[src/design/byte_ring_buffer_top_macros.svh]
// Assertion macros for the byte ring buffer.
// Included by the module that carries concurrent checks; needs clk and arst_n in scope.
`ifndef BYTE_RING_BUFFER_TOP_MACROS_SVH
`define BYTE_RING_BUFFER_TOP_MACROS_SVH
`ifndef SYNTHESIS
`define BRB_ASSERT_IMPL(label, ante, cons) \
	label: assert property (@(posedge clk) disable iff (!arst_n) (ante) |-> (cons)) \
		else $error("byte ring buffer: same-cycle check failed");
`define BRB_ASSERT_NEXT(label, ante, cons) \
	label: assert property (@(posedge clk) disable iff (!arst_n) (ante) |=> (cons)) \
		else $error("byte ring buffer: next-cycle check failed");
`else
`define BRB_ASSERT_IMPL(label, ante, cons)
`define BRB_ASSERT_NEXT(label, ante, cons)
`endif
`endif

[src/design/brb_pkg.sv]
// Shared types and constants of the byte ring buffer.
// No dependencies; imported by the controller, the byte store, the top level and the testbench.
package brb_pkg;

	localparam int CAP_W = 9;
	localparam int DONE_W = 5;
	localparam int BYTE_W = 8;
	localparam int MAX_BURST = 16;

	localparam logic [1:0] OP_WRITE = 2'd0;
	localparam logic [1:0] OP_READ = 2'd1;
	localparam logic [1:0] OP_SKIP = 2'd2;
	localparam logic [1:0] OP_CLEAR = 2'd3;

	typedef struct packed {
		logic [1:0] opcode;
		logic [BYTE_W-1:0] data_in;
		logic [DONE_W-1:0] burst_count;
		logic start_empty;
	} in_item_t;

	typedef struct packed {
		logic [BYTE_W-1:0] data_out;
		logic is_last;
		logic [DONE_W-1:0] done_count;
		logic [CAP_W-1:0] readable;
		logic [CAP_W-1:0] writable;
	} out_item_t;

endpackage

[src/design/byte_ring_buffer_top.sv]
// Top level of the byte ring buffer: byte store plus pointer controller.
// Depends on brb_pkg, brb_ram and brb_ctrl.
//
//   channel  direction  handshake           payload
//   in       to block   in_valid/in_ready   in_item_t
//   out      from block out_valid/out_ready out_item_t
//   cfg      to block   cfg_we              cfg_wdata (capacity)
//
// A write, skip, clear or empty read is accepted, then its result is registered.
// A read burst of n bytes is accepted, then each byte gets a read step, then a result
// step fed by the store's registered read port. Requests are handled one at a time.
// Reset clears the pointers and sets capacity to 256; the store itself is not cleared.
// A stalled output holds the controller in its result step until the result is taken.
module byte_ring_buffer_top import brb_pkg::*; #(
	parameter int DEPTH = 256
) (
	input logic clk,
	input logic arst_n,
	input logic cfg_we,
	input logic [CAP_W-1:0] cfg_wdata,
	input logic in_valid,
	output logic in_ready,
	input in_item_t in_data,
	output logic out_valid,
	input logic out_ready,
	output out_item_t out_data
);

	logic wr_en;
	logic [$clog2(DEPTH)-1:0] wr_addr;
	logic [BYTE_W-1:0] wr_data;
	logic rd_en;
	logic [$clog2(DEPTH)-1:0] rd_addr;
	logic [BYTE_W-1:0] rd_data;

	brb_ram #(
		.DEPTH(DEPTH)
	) u_ram (
		.clk(clk),
		.wr_en(wr_en),
		.wr_addr(wr_addr),
		.wr_data(wr_data),
		.rd_en(rd_en),
		.rd_addr(rd_addr),
		.rd_data(rd_data)
	);

	brb_ctrl #(
		.DEPTH(DEPTH)
	) u_ctrl (
		.clk(clk),
		.arst_n(arst_n),
		.cfg_we(cfg_we),
		.cfg_wdata(cfg_wdata),
		.in_valid(in_valid),
		.in_ready(in_ready),
		.in_data(in_data),
		.out_valid(out_valid),
		.out_ready(out_ready),
		.out_data(out_data),
		.wr_en(wr_en),
		.wr_addr(wr_addr),
		.wr_data(wr_data),
		.rd_en(rd_en),
		.rd_addr(rd_addr),
		.rd_data(rd_data)
	);

endmodule

[src/design/brb_ram.sv]
// Byte store of the ring buffer: one write port, one read port, registered read data.
// Depends on brb_pkg for the byte width.
module brb_ram import brb_pkg::*; #(
	parameter int DEPTH = 256
) (
	input logic clk,
	input logic wr_en,
	input logic [$clog2(DEPTH)-1:0] wr_addr,
	input logic [BYTE_W-1:0] wr_data,
	input logic rd_en,
	input logic [$clog2(DEPTH)-1:0] rd_addr,
	output logic [BYTE_W-1:0] rd_data
);

	logic [BYTE_W-1:0] mem_q [DEPTH];
	logic [BYTE_W-1:0] rd_data_q;

	always_ff @(posedge clk) begin
		if (wr_en) begin
			mem_q[wr_addr] <= wr_data;
		end
	end

	// Read data holds until the next read is issued.
	always_ff @(posedge clk) begin
		if (rd_en) begin
			rd_data_q <= mem_q[rd_addr];
		end
	end

	assign rd_data = rd_data_q;

endmodule

[src/design/brb_ctrl.sv]
// Pointer and fill tracking, request sequencing and result register of the ring buffer.
// Depends on brb_pkg and the assertion macros; drives the byte store brb_ram.
`include "byte_ring_buffer_top_macros.svh"
module brb_ctrl import brb_pkg::*; #(
	parameter int DEPTH = 256
) (
	input logic clk,
	input logic arst_n,
	input logic cfg_we,
	input logic [CAP_W-1:0] cfg_wdata,
	input logic in_valid,
	output logic in_ready,
	input in_item_t in_data,
	output logic out_valid,
	input logic out_ready,
	output out_item_t out_data,
	output logic wr_en,
	output logic [$clog2(DEPTH)-1:0] wr_addr,
	output logic [BYTE_W-1:0] wr_data,
	output logic rd_en,
	output logic [$clog2(DEPTH)-1:0] rd_addr,
	input logic [BYTE_W-1:0] rd_data
);

	localparam int PW = $clog2(DEPTH);
	localparam int CW = (PW + 1 > CAP_W) ? PW + 1 : CAP_W;

	typedef enum logic [2:0] {
		ST_IDLE = 3'b001,
		ST_RD = 3'b010,
		ST_EMIT = 3'b100
	} state_t;

	state_t state_q;
	logic [PW-1:0] rp_q;
	logic [PW-1:0] wp_q;
	logic lwr_q;
	logic [CAP_W-1:0] cap_q;
	logic [DONE_W-1:0] remaining_q;
	logic [DONE_W-1:0] done_q;
	logic is_read_q;
	logic out_valid_q;
	out_item_t out_data_q;

	state_t state_d;
	logic [PW-1:0] rp_d;
	logic [PW-1:0] wp_d;
	logic lwr_d;
	logic [CAP_W-1:0] cap_d;
	logic [DONE_W-1:0] remaining_d;
	logic [DONE_W-1:0] done_d;
	logic is_read_d;
	logic out_valid_d;

	logic [CW-1:0] eff_cap;
	logic [CW-1:0] readable;
	logic [CW-1:0] writable;
	logic [CW-1:0] clip_a;
	logic [CW-1:0] burst_n;
	logic [DONE_W-1:0] burst_n_d;
	logic accept;
	logic slot_free;
	logic not_full;

	// Moves a pointer forward by inc entries, wrapping at the effective capacity.
	function automatic logic [PW-1:0] step_ptr(input logic [PW-1:0] p,
			input logic [CW-1:0] lim, input logic [CW-1:0] inc);
		logic [CW-1:0] s;
		s = CW'(p) + inc;
		if (s >= lim) begin
			s = s - lim;
		end
		return s[PW-1:0];
	endfunction

	assign eff_cap = (CW'(cap_q) > CW'(DEPTH)) ? CW'(DEPTH) : CW'(cap_q);

	// Equal pointers mean empty after a read and full after a write.
	always_comb begin
		if (wp_q < rp_q) begin
			readable = eff_cap - CW'(rp_q) + CW'(wp_q);
		end else if (wp_q > rp_q) begin
			readable = CW'(wp_q) - CW'(rp_q);
		end else begin
			readable = lwr_q ? '0 : eff_cap;
		end
	end

	assign writable = eff_cap - readable;
	assign not_full = (readable != eff_cap);

	assign clip_a = (CW'(in_data.burst_count) > CW'(MAX_BURST)) ? CW'(MAX_BURST)
		: CW'(in_data.burst_count);
	assign burst_n = (clip_a > readable) ? readable : clip_a;
	assign burst_n_d = burst_n[DONE_W-1:0];

	assign in_ready = (state_q == ST_IDLE);
	assign accept = in_valid && in_ready;
	assign slot_free = !out_valid_q || out_ready;

	assign wr_en = accept && (in_data.opcode == OP_WRITE) && not_full;
	assign wr_addr = wp_q;
	assign wr_data = in_data.data_in;
	assign rd_en = (state_q == ST_RD);
	assign rd_addr = rp_q;

	always_comb begin
		state_d = state_q;
		rp_d = rp_q;
		wp_d = wp_q;
		lwr_d = lwr_q;
		cap_d = cap_q;
		remaining_d = remaining_q;
		done_d = done_q;
		is_read_d = is_read_q;
		out_valid_d = out_valid_q && !out_ready;
		unique case (state_q)
			ST_IDLE: begin
				if (accept) begin
					remaining_d = '0;
					is_read_d = 1'b0;
					done_d = '0;
					state_d = ST_EMIT;
					unique case (in_data.opcode)
						OP_WRITE: begin
							if (not_full) begin
								wp_d = step_ptr(wp_q, eff_cap, CW'(1));
								lwr_d = 1'b0;
								done_d = DONE_W'(1);
							end
						end
						OP_READ: begin
							if (burst_n_d != '0) begin
								done_d = burst_n_d;
								remaining_d = burst_n_d;
								is_read_d = 1'b1;
								state_d = ST_RD;
							end
						end
						OP_SKIP: begin
							if (burst_n_d != '0) begin
								rp_d = step_ptr(rp_q, eff_cap, burst_n);
								lwr_d = 1'b1;
								done_d = burst_n_d;
							end
						end
						OP_CLEAR: begin
							rp_d = '0;
							wp_d = '0;
							lwr_d = in_data.start_empty;
						end
						default: begin
						end
					endcase
				end
			end
			ST_RD: begin
				// The store is read at the old pointer; the byte shows up next cycle.
				rp_d = step_ptr(rp_q, eff_cap, CW'(1));
				lwr_d = 1'b1;
				remaining_d = remaining_q - DONE_W'(1);
				state_d = ST_EMIT;
			end
			ST_EMIT: begin
				if (slot_free) begin
					out_valid_d = 1'b1;
					state_d = (remaining_q == '0) ? ST_IDLE : ST_RD;
				end
			end
			default: begin
				state_d = ST_IDLE;
			end
		endcase
		if (cfg_we) begin
			cap_d = cfg_wdata;
			rp_d = '0;
			wp_d = '0;
			lwr_d = 1'b1;
		end
	end

	always_ff @(posedge clk or negedge arst_n) begin
		if (!arst_n) begin
			state_q <= ST_IDLE;
			rp_q <= '0;
			wp_q <= '0;
			lwr_q <= 1'b1;
			cap_q <= CAP_W'(256);
			remaining_q <= '0;
			done_q <= '0;
			is_read_q <= 1'b0;
			out_valid_q <= 1'b0;
		end else begin
			state_q <= state_d;
			rp_q <= rp_d;
			wp_q <= wp_d;
			lwr_q <= lwr_d;
			cap_q <= cap_d;
			remaining_q <= remaining_d;
			done_q <= done_d;
			is_read_q <= is_read_d;
			out_valid_q <= out_valid_d;
		end
	end

	always_ff @(posedge clk) begin
		if (state_q == ST_EMIT && slot_free) begin
			out_data_q.data_out <= is_read_q ? rd_data : '0;
			out_data_q.is_last <= (remaining_q == '0);
			out_data_q.done_count <= done_q;
			out_data_q.readable <= readable[CAP_W-1:0];
			out_data_q.writable <= writable[CAP_W-1:0];
		end
	end

	assign out_valid = out_valid_q;
	assign out_data = out_data_q;

	`BRB_ASSERT_IMPL(a_zero_cap_ptrs, eff_cap == '0, rp_q == '0 && wp_q == '0)
	`BRB_ASSERT_IMPL(a_ptr_range, eff_cap != '0, CW'(rp_q) < eff_cap && CW'(wp_q) < eff_cap)
	`BRB_ASSERT_IMPL(a_rd_pending, state_q == ST_RD, is_read_q && remaining_q != '0)
	`BRB_ASSERT_IMPL(a_burst_progress, state_q == ST_EMIT && is_read_q, remaining_q < done_q)
	`BRB_ASSERT_NEXT(a_emit_pushes, state_q == ST_EMIT && slot_free, out_valid_q)

endmodule

[config.mk]
export PLATFORM = sky130hd
export DESIGN_NAME = byte_ring_buffer_top
export DESIGN_NICKNAME = d
export VERILOG_FILES = /design/src/design/brb_pkg.sv /design/src/design/byte_ring_buffer_top.sv /design/src/design/brb_ram.sv /design/src/design/brb_ctrl.sv
export VERILOG_INCLUDE_DIRS = /design/src /design/src/design
export SDC_FILE = /design/constraint.sdc
export NUM_CORES = 2
export LEC_CHECK = 0
export BUFFER_PORTS_ARGS = -buffer_cell sky130_fd_sc_hd__clkbuf_2
export CORE_MARGIN = 8
export CORE_UTILIZATION = 50
export CTS_CLUSTER_DIAMETER = 30
export DETAILED_ROUTE_END_ITERATION = 12
export GPL_TIMING_DRIVEN = 0
export PLACE_DENSITY = 0.7
export SKIP_CTS_REPAIR_TIMING = 1
export SLEW_MARGIN = 20
export SYNTH_ARGS = -nofsm -noshare
export SYNTH_HDL_FRONTEND = slang
export SYNTH_SLANG_ARGS = --single-unit
[constraint.sdc]
create_clock -name clk -period 25.5 [get_ports clk]
set_clock_uncertainty 0.2 [all_clocks]
set_input_delay 0 -clock clk [delete_from_list [all_inputs] [get_ports clk]]
set_output_delay 0 -clock clk [all_outputs]
set_load 0.005 [all_outputs]
; After elaboration in Yosys (flattened, before gate mapping)
; Memory sizes are Yosys's and may differ from the RTL's. A register that Yosys moved wholly into a read port is not among the register bits.
; Index checks and enable logic that the tools add are counted.
[word_totals]
register_bits = 73
output_inout_bits = 34
latch_bits = 0
n_memories = 1
ram_bits = 2048
romBits = 0
[memory_table]
columns = name, words, word_bits, read_ports, rd_ports_with_merged_regs, write_ports, line_no
row1 = u_ram.mem_q, 256, 8, 1, 1, 1, brb_ram.sv:15  ; logic [BYTE_W-1:0] mem_q [DEPTH];
[classes]
muxes = 43
n_reduce_logical = 23
n_mul = 0
n_addsub = 11
order_cmp = 8
eq_ne = 15
div_mod_pow = 0
shift = 0
n_bitwise = 0
[op_table]
columns = operator, count
row1 = 2-to-1 mux 8 bit, 10
row2 = case mux 8 bit (2 select lines), 3
row3 = 2-to-1 mux 9 bit, 5
row4 = >= comparator 9 bit, 3
row5 = subtractor 8 bit, 3
row6 = 2-to-1 mux 5 bit, 4
row7 = case mux 5 bit (2 select lines), 2
row8 = adder 8 x 1 -> 9 bit (second input constant), 2
row9 = 2-to-1 mux 3 bit, 4
row10 = != test 4 bit (second input constant), 3
row11 = 2-to-1 mux 1 bit, 11
row12 = adder 8 x 9 -> 9 bit, 1
row13 = adder 9 x 8 -> 9 bit, 1
row14 = greater-than comparator 9 bit, 1
row15 = greater-than comparator 9 bit (second input constant), 1
row16 = != test 9 bit, 1
row17 = case mux 3 bit (3 select lines), 1
row18 = subtractor 8 x 8 -> 9 bit, 1
row19 = subtractor 9 x 8 -> 9 bit, 1
row20 = subtractor 9 bit, 1
row21 = greater-than comparator 8 bit, 1
row22 = < comparator 8 bit, 1
row23 = AND reduction 4 bit, 2
row24 = AND reduction 2 bit, 3
row25 = other kinds (25), 34

; Depth between registers and ports, before layout
[depth]
depth_word = 15
ltp_mapped = 42

; Cells and area by module
; Synthesis repeated with hierarchy kept, for this count alone.
[unflattened]
hier_cells = 4507
hier_area_um2 = 86574.3
[by_module_without_submodules]
columns = mod, cells_per_inst, seq_area_each_um2, instances, area_per_inst_um2
row1 = brb_ram, 3733, 61739.2, 1, 79636.4
row2 = brb_ctrl, 774, 1990.7, 1, 6937.9

; Worst setup path before layout
; No wires, ideal clock.
[synth_path]
path_kind = reg2reg
startpoint = reg u_ctrl.rp_q[2], in the netlist u_ctrl.rd_addr[2]
endpoint = reg u_ctrl.rp_q[4], in the netlist u_ctrl.rd_addr[4]
path_slack_ps = 16905
period_less_slack_ps = 8595
setup_ps = 125
n_path_buf = 6
arrival_time_ps = 8271
path_stages_with_launch = 36
t_required_ps = 25175
path_cell_list = dfrtp_1 > clkbuf_1 > clkinv_1 > clkbuf_1 > clkbuf_1 > clkbuf_1 > ha_1 > nor2_1 > a2111oi_0 > or2_1 > buf_6 > nand3_1 > a21boi_0 > ha_1 > and2_0 > and4_1 > or4_4 > or2_2 > clkbuf_1 > mux2i_1 > ha_1 > inv_1 > fa_1 > nor2b_1 > o21a_1 > nor2_1 > xnor2_1 > ha_1 > nand3_1 > o21ai_0 > a31oi_1 > o21ai_1 > mux2_2 > a21oi_1 > a21oi_1 > mux2_2
[synth_between]
elab_chain_len = 13
elab_cells_between_ends = 25
classes_between = add/sub: 7 / order compare: 5 / eq/ne: 1 / mux: 10 / reduce/logical: 2
[synth_rtl]
columns = element, line_no
row1 = start: declaration, brb_ctrl.sv:35  ; logic [PW-1:0] rp_q;
row2 = start signal: assignment, brb_ctrl.sv:195  ; rp_q <= rp_d;
row3 = subtractor 9 x 8 -> 9 bit (tied with other cells), brb_ctrl.sv:81  ; readable = eff_cap - CW'(rp_q) + CW'(wp_q);
row4 = adder 9 x 8 -> 9 bit / 2-to-1 mux 9 bit (equally long branches), "brb_ctrl.sv:81, brb_ctrl.sv:82"
row5 = 2-to-1 mux 9 bit, brb_ctrl.sv:80  ; if (wp_q < rp_q) begin
row6 = greater-than comparator 9 bit, brb_ctrl.sv:94  ; assign burst_n = (clip_a > readable) ? readable : clip_a;
row7 = 2-to-1 mux 9 bit, brb_ctrl.sv:94
row8 = adder 8 x 9 -> 9 bit, brb_ctrl.sv:69  ; s = CW'(p) + inc;
row9 = subtractor 8 bit / >= comparator 9 bit (equally long branches), "brb_ctrl.sv:71, brb_ctrl.sv:70"
row10 = 2-to-1 mux 8 bit, brb_ctrl.sv:70  ; if (s >= lim) begin
row11 = 2-to-1 mux 8 bit, brb_ctrl.sv:141  ; if (burst_n_d != '0) begin
row12 = case mux 8 bit (2 select lines), brb_ctrl.sv:124  ; unique case (in_data.opcode)
row13 = 2-to-1 mux 8 bit, brb_ctrl.sv:119  ; if (accept) begin
row14 = case mux 8 bit (2 select lines), brb_ctrl.sv:117  ; unique case (state_q)
row15 = 2-to-1 mux 8 bit, brb_ctrl.sv:174  ; if (cfg_we) begin
; Several ways; a longest one is shown, not always the timed one. The select of a mux whose other input is x is not followed.
; A chain may end at the register's enable or synchronous reset.

; Final worst setup path
[layout_path]
startpoint = reg u_ctrl.rp_q[2], in the netlist u_ctrl.rd_addr[2]
endpoint = reg u_ctrl.rp_q[2], in the netlist u_ctrl.rd_addr[2]
; The elaborated chain is that of the path after synthesis.

==> impl_metrics.csv <==
group,metric,value,unit
setup_path,crit_path_start_kind,"flip-flop",
cts,clk_path_buf_depth,4,
cts,cts_tree,"built",
timing,setup_slack,12.99,ns
setup_path,critPathTopFamily,"compound AO/OA/AOI/OAI gates",
synth,yosys.area.top_type_share,0.7260,
final_layout,fillers,11930,
synth,synth-warning-count,0,
drt,routed_wirelength,262800,um
setup_path,reg2regPathDepth,32,
synth,synthCells,4817,
synth,synth.cell_area,86360,um^2
cts,cts_buffers,396,
final_layout,final_nets,5509,
setup_path,endpoint_kind,"flip-flop",
timing,tns,0,ns
grt,grt_pass1_vias,50310,
setup_path,crit_slowest_cell,"a2111oi_0",
cts,cts_root_buffer,"clkbuf_16",
power,powerDensity,119.1,nW/um^2
floorplan,start_util,0.5034,
grt,grtUsageMet2,0.4044,
power,ir_drop,0.07481,mV
drt,drc,0,
setup_path,path_buf_inv,7,
synth,synth.avg_cell_area,17.93,um^2
floorplan,die-area,186300,um^2
synth,synth_edf_count,2088,
synth,synth_ff_type,"edfxtp_1",
timing,relSlewSlack,0.1569,
setup_path,r2r_slack,12.99,ns
final_layout,drive_above_1_share,0.2022,
synth,synth_area_leaders,"edfxtp_1, mux4_2, mux2i_1, o221ai_1, nor2_1",
hold_path,hold_depth,2,
placed_design,gp_congestion,0.9390,
drt,post_drt_wl_per_cell,32.70,um
outcome,status,"complete, no violations",
timing,rsz0062_at_grt,"false",
synth,synth_seq_cells,2129,
timing,hold_slack,0.03308,ns
grt,grt_use_met3,0.08821,
grt,track_usage,0.2732,
setup_path,startpoint,"u_ctrl.rd_addr[2]",
drt,antenna_left,0,
final_layout,fin_cells,8038,
grt,grt_first_pass_wirelength,365000,um
grt,grt_busiest_layer,"met2",
timing,setup_viol,0,
grt,globalRoute.totalOverflow,0,
final_layout,syn2layout_area_growth,21.51,%
grt,use_met1,0.3580,
drt,first_iter_violations,7614,
setup_path,regToRegEndpoint,"u_ctrl.rd_addr[2]",
setup_path,crit_path_max_incr_delay,0.86,ns
timing,hold_violations,0,
cts,clock_latency,0.94,ns
synth,async_reset_ff_frac,0.01926,
synth,synth_common_cells,"edfxtp_1, mux2i_1, nor2_1",
drt,vias_per_cell,6.429,
run,maxCapViolations,0,
setup_path,crit_fanout,11,
synth,yosysTopAreaCell,"edfxtp_1",
timing,final_max_slew_viol_count,0,
drt,dr.pass1.iters,9,
setup_path,cp-endpoint,"u_ctrl.rd_addr[2]",
timing,timing.final.crit_period,12.51,ns
placed_design,dp_worst_setup_slack,13.35,ns
setup_path,cp.depth,32,
timing,period_share,0.4906,
setup_path,required,26.08,ns
drt,vias,51680,
grt,grt_max_degree,132,
floorplan,fp.dieH,431.6,um
synth,yosysMostFrequentCell,"edfxtp_1",
timing,worst_slew_pin_slew,1.255,ns
setup_path,arrival,13.09,ns
floorplan,top_level_ports,64,
power,p_leak,0.03356,uW
placed_design,place_inst,7232,
floorplan,die_x,431.6,um
synth,synth_cell_type_count,75,
grt,grt_antenna_before_repair,18,
setup_path,path_class,"flip-flop to flip-flop",
synth,ys_seq_area_frac,0.7379,
timing,fmax,79.93,MHz
cts,clk_pin_slew,0.05,ns
placed_design,place.port_buffers,63,
floorplan,core-area,171500,um^2
setup_path,rr_startpoint,"u_ctrl.rd_addr[2]",
cts,cts_sinks,2129,
floorplan,num_rows,152,
hold_path,hp-class,"primary input to flip-flop",
placed_design,hpwl,170000,um
cts,cts_htree_levels,5,
## metal layers
| layer | vias up | wire length (um) |
|---|---|---|
| li1 | 21020 | - |
| met1 | 26380 | 97260 |
| met5 | - | 123 |
| met4 | 12 | 16530 |
| met2 | 3525 | 116900 |
| met3 | 742 | 31960 |
## how the worst min path moves through the flow
stage            startpoint             endpoint  slack (ns)
2_1_floorplan        arst_n      u_ctrl.cap_q[0]       -0.50
3_3_place_gp   cfg_wdata[8]      u_ctrl.cap_q[8]        0.03
3_5_place_dp   cfg_wdata[4]      u_ctrl.cap_q[4]        0.04
4_1_cts              arst_n    u_ctrl.rd_addr[5]       -0.94
5_1_grt          in_data[6]  u_ram.mem_q[240][0]        0.04
6_report         in_data[6]  u_ram.mem_q[169][0]        0.03
## state kept, by name (all words and copies together) (netlist names)
signal	count
u_ctrl.cap_q	9
u_ctrl.done_q	5
u_ctrl.is_read_q	1
u_ctrl.lwr_q	1
u_ctrl.out_data	32
u_ctrl.out_valid	1
u_ctrl.rd_addr	8
u_ctrl.remaining_q	5
u_ctrl.state_q	3
u_ctrl.wr_addr	8
u_ram.mem_q	2048
u_ram.rd_data	8
## area by class of cell
type | count | area, um^2 | area share
Clock inverter | 278 | 3158 | 0.03009
Buffer | 284 | 1166 | 0.01111
Sequential cell | 2129 | 63730 | 0.6073
Inverter | 66 | 247.7 | 0.002361
Timing Repair Buffer | 173 | 2110 | 0.02010
Clock buffer | 442 | 10260 | 0.09778
Tap cell | 2310 | 2890 | 0.02754
Multi-Input combinational cell | 2340 | 21340 | 0.2033
Antenna cell | 16 | 40.04 | 0.0003815
## worst reg2reg max path, delay by kind of cell, from the launching register on
kind	cells	cell delay (ns)
xor gates and xnor gates	1	0.15
DFF	1	0.36
adders and majority gates	4	1.70
buffers and inverters	7	3.61
and+or+nand+nor	9	1.87
muxes	2	0.70
AOI/OAI and AO/OA	9	3.78
## where the power goes
part           internal, uW  total [uW]  switching [uW]
combinational          1150        3300            2150
sequential             3920        3960            35.3
clock                  3450        5240            1790
## cells by family after synthesis
group           share of synthesized area
flops                              0.7379
mux                                0.1354
compound gates                    0.05653
simple gates                      0.03571
buf+inv                           0.01546
fa+ha+maj                         0.01411
xor+xnor                         0.004868
other cells                    0.00004342
## stage by stage
| step | total power (uW) | area [um^2] | util |
|---|---|---|---|
| final | 12500 | 104900 | 0.6117 |
| after global routing | 12800 | 104900 | 0.6115 |
| after CTS | 12400 | 104100 | 0.6071 |
| after detailed placement | 7188 | 90720 | 0.5289 |
| after global placement | 7120 | 89580 | 0.5222 |
| after floorplan | 5918 | 86370 | - |
## cell usage in the layout, fill, tap and decap left out, types with 14 or more instances in the layout
| master | Yosys | layout |
|---|---|---|
| nand4_1 | 16 | 16 |
| clkbuf_16 | 0 | 403 |
| buf_1 | 62 | 44 |
| clkinv_4 | 0 | 38 |
| nand2b_1 | 16 | 16 |
| dfrtp_1 | 38 | 38 |
| a21o_1 | 17 | 17 |
| xor2_1 | 14 | 14 |
| ha_1 | 75 | 75 |
| clkinvlp_4 | 0 | 44 |
| bufinv_16 | 0 | 54 |
| dlygate4sd3_1 | 0 | 66 |
| a21oi_1 | 207 | 207 |
| nand2_1 | 81 | 81 |
| nand3_1 | 19 | 19 |
| edfxtp_1 | 2088 | 2088 |
| inv_1 | 60 | 60 |
| buf_2 | 4 | 19 |
| mux2_2 | 21 | 21 |
| xnor2_1 | 34 | 34 |
| clkbuf_1 | 215 | 206 |
| diode_2 | 0 | 16 |
| clkinv_1 | 5 | 47 |
| clkinv_2 | 0 | 53 |
| nor3_1 | 158 | 155 |
| clkbuf_2 | 1 | 105 |
| mux4_2 | 289 | 289 |
| nor2_1 | 339 | 338 |
| nor2b_1 | 20 | 20 |
| buf_16 | 0 | 32 |
| mux2i_1 | 494 | 494 |
| o221ai_1 | 240 | 240 |
| fa_1 | 14 | 14 |
| inv_6 | 0 | 41 |
| o21ai_0 | 43 | 43 |
| o22ai_1 | 125 | 125 |
(Power assumes the default switching activity.)
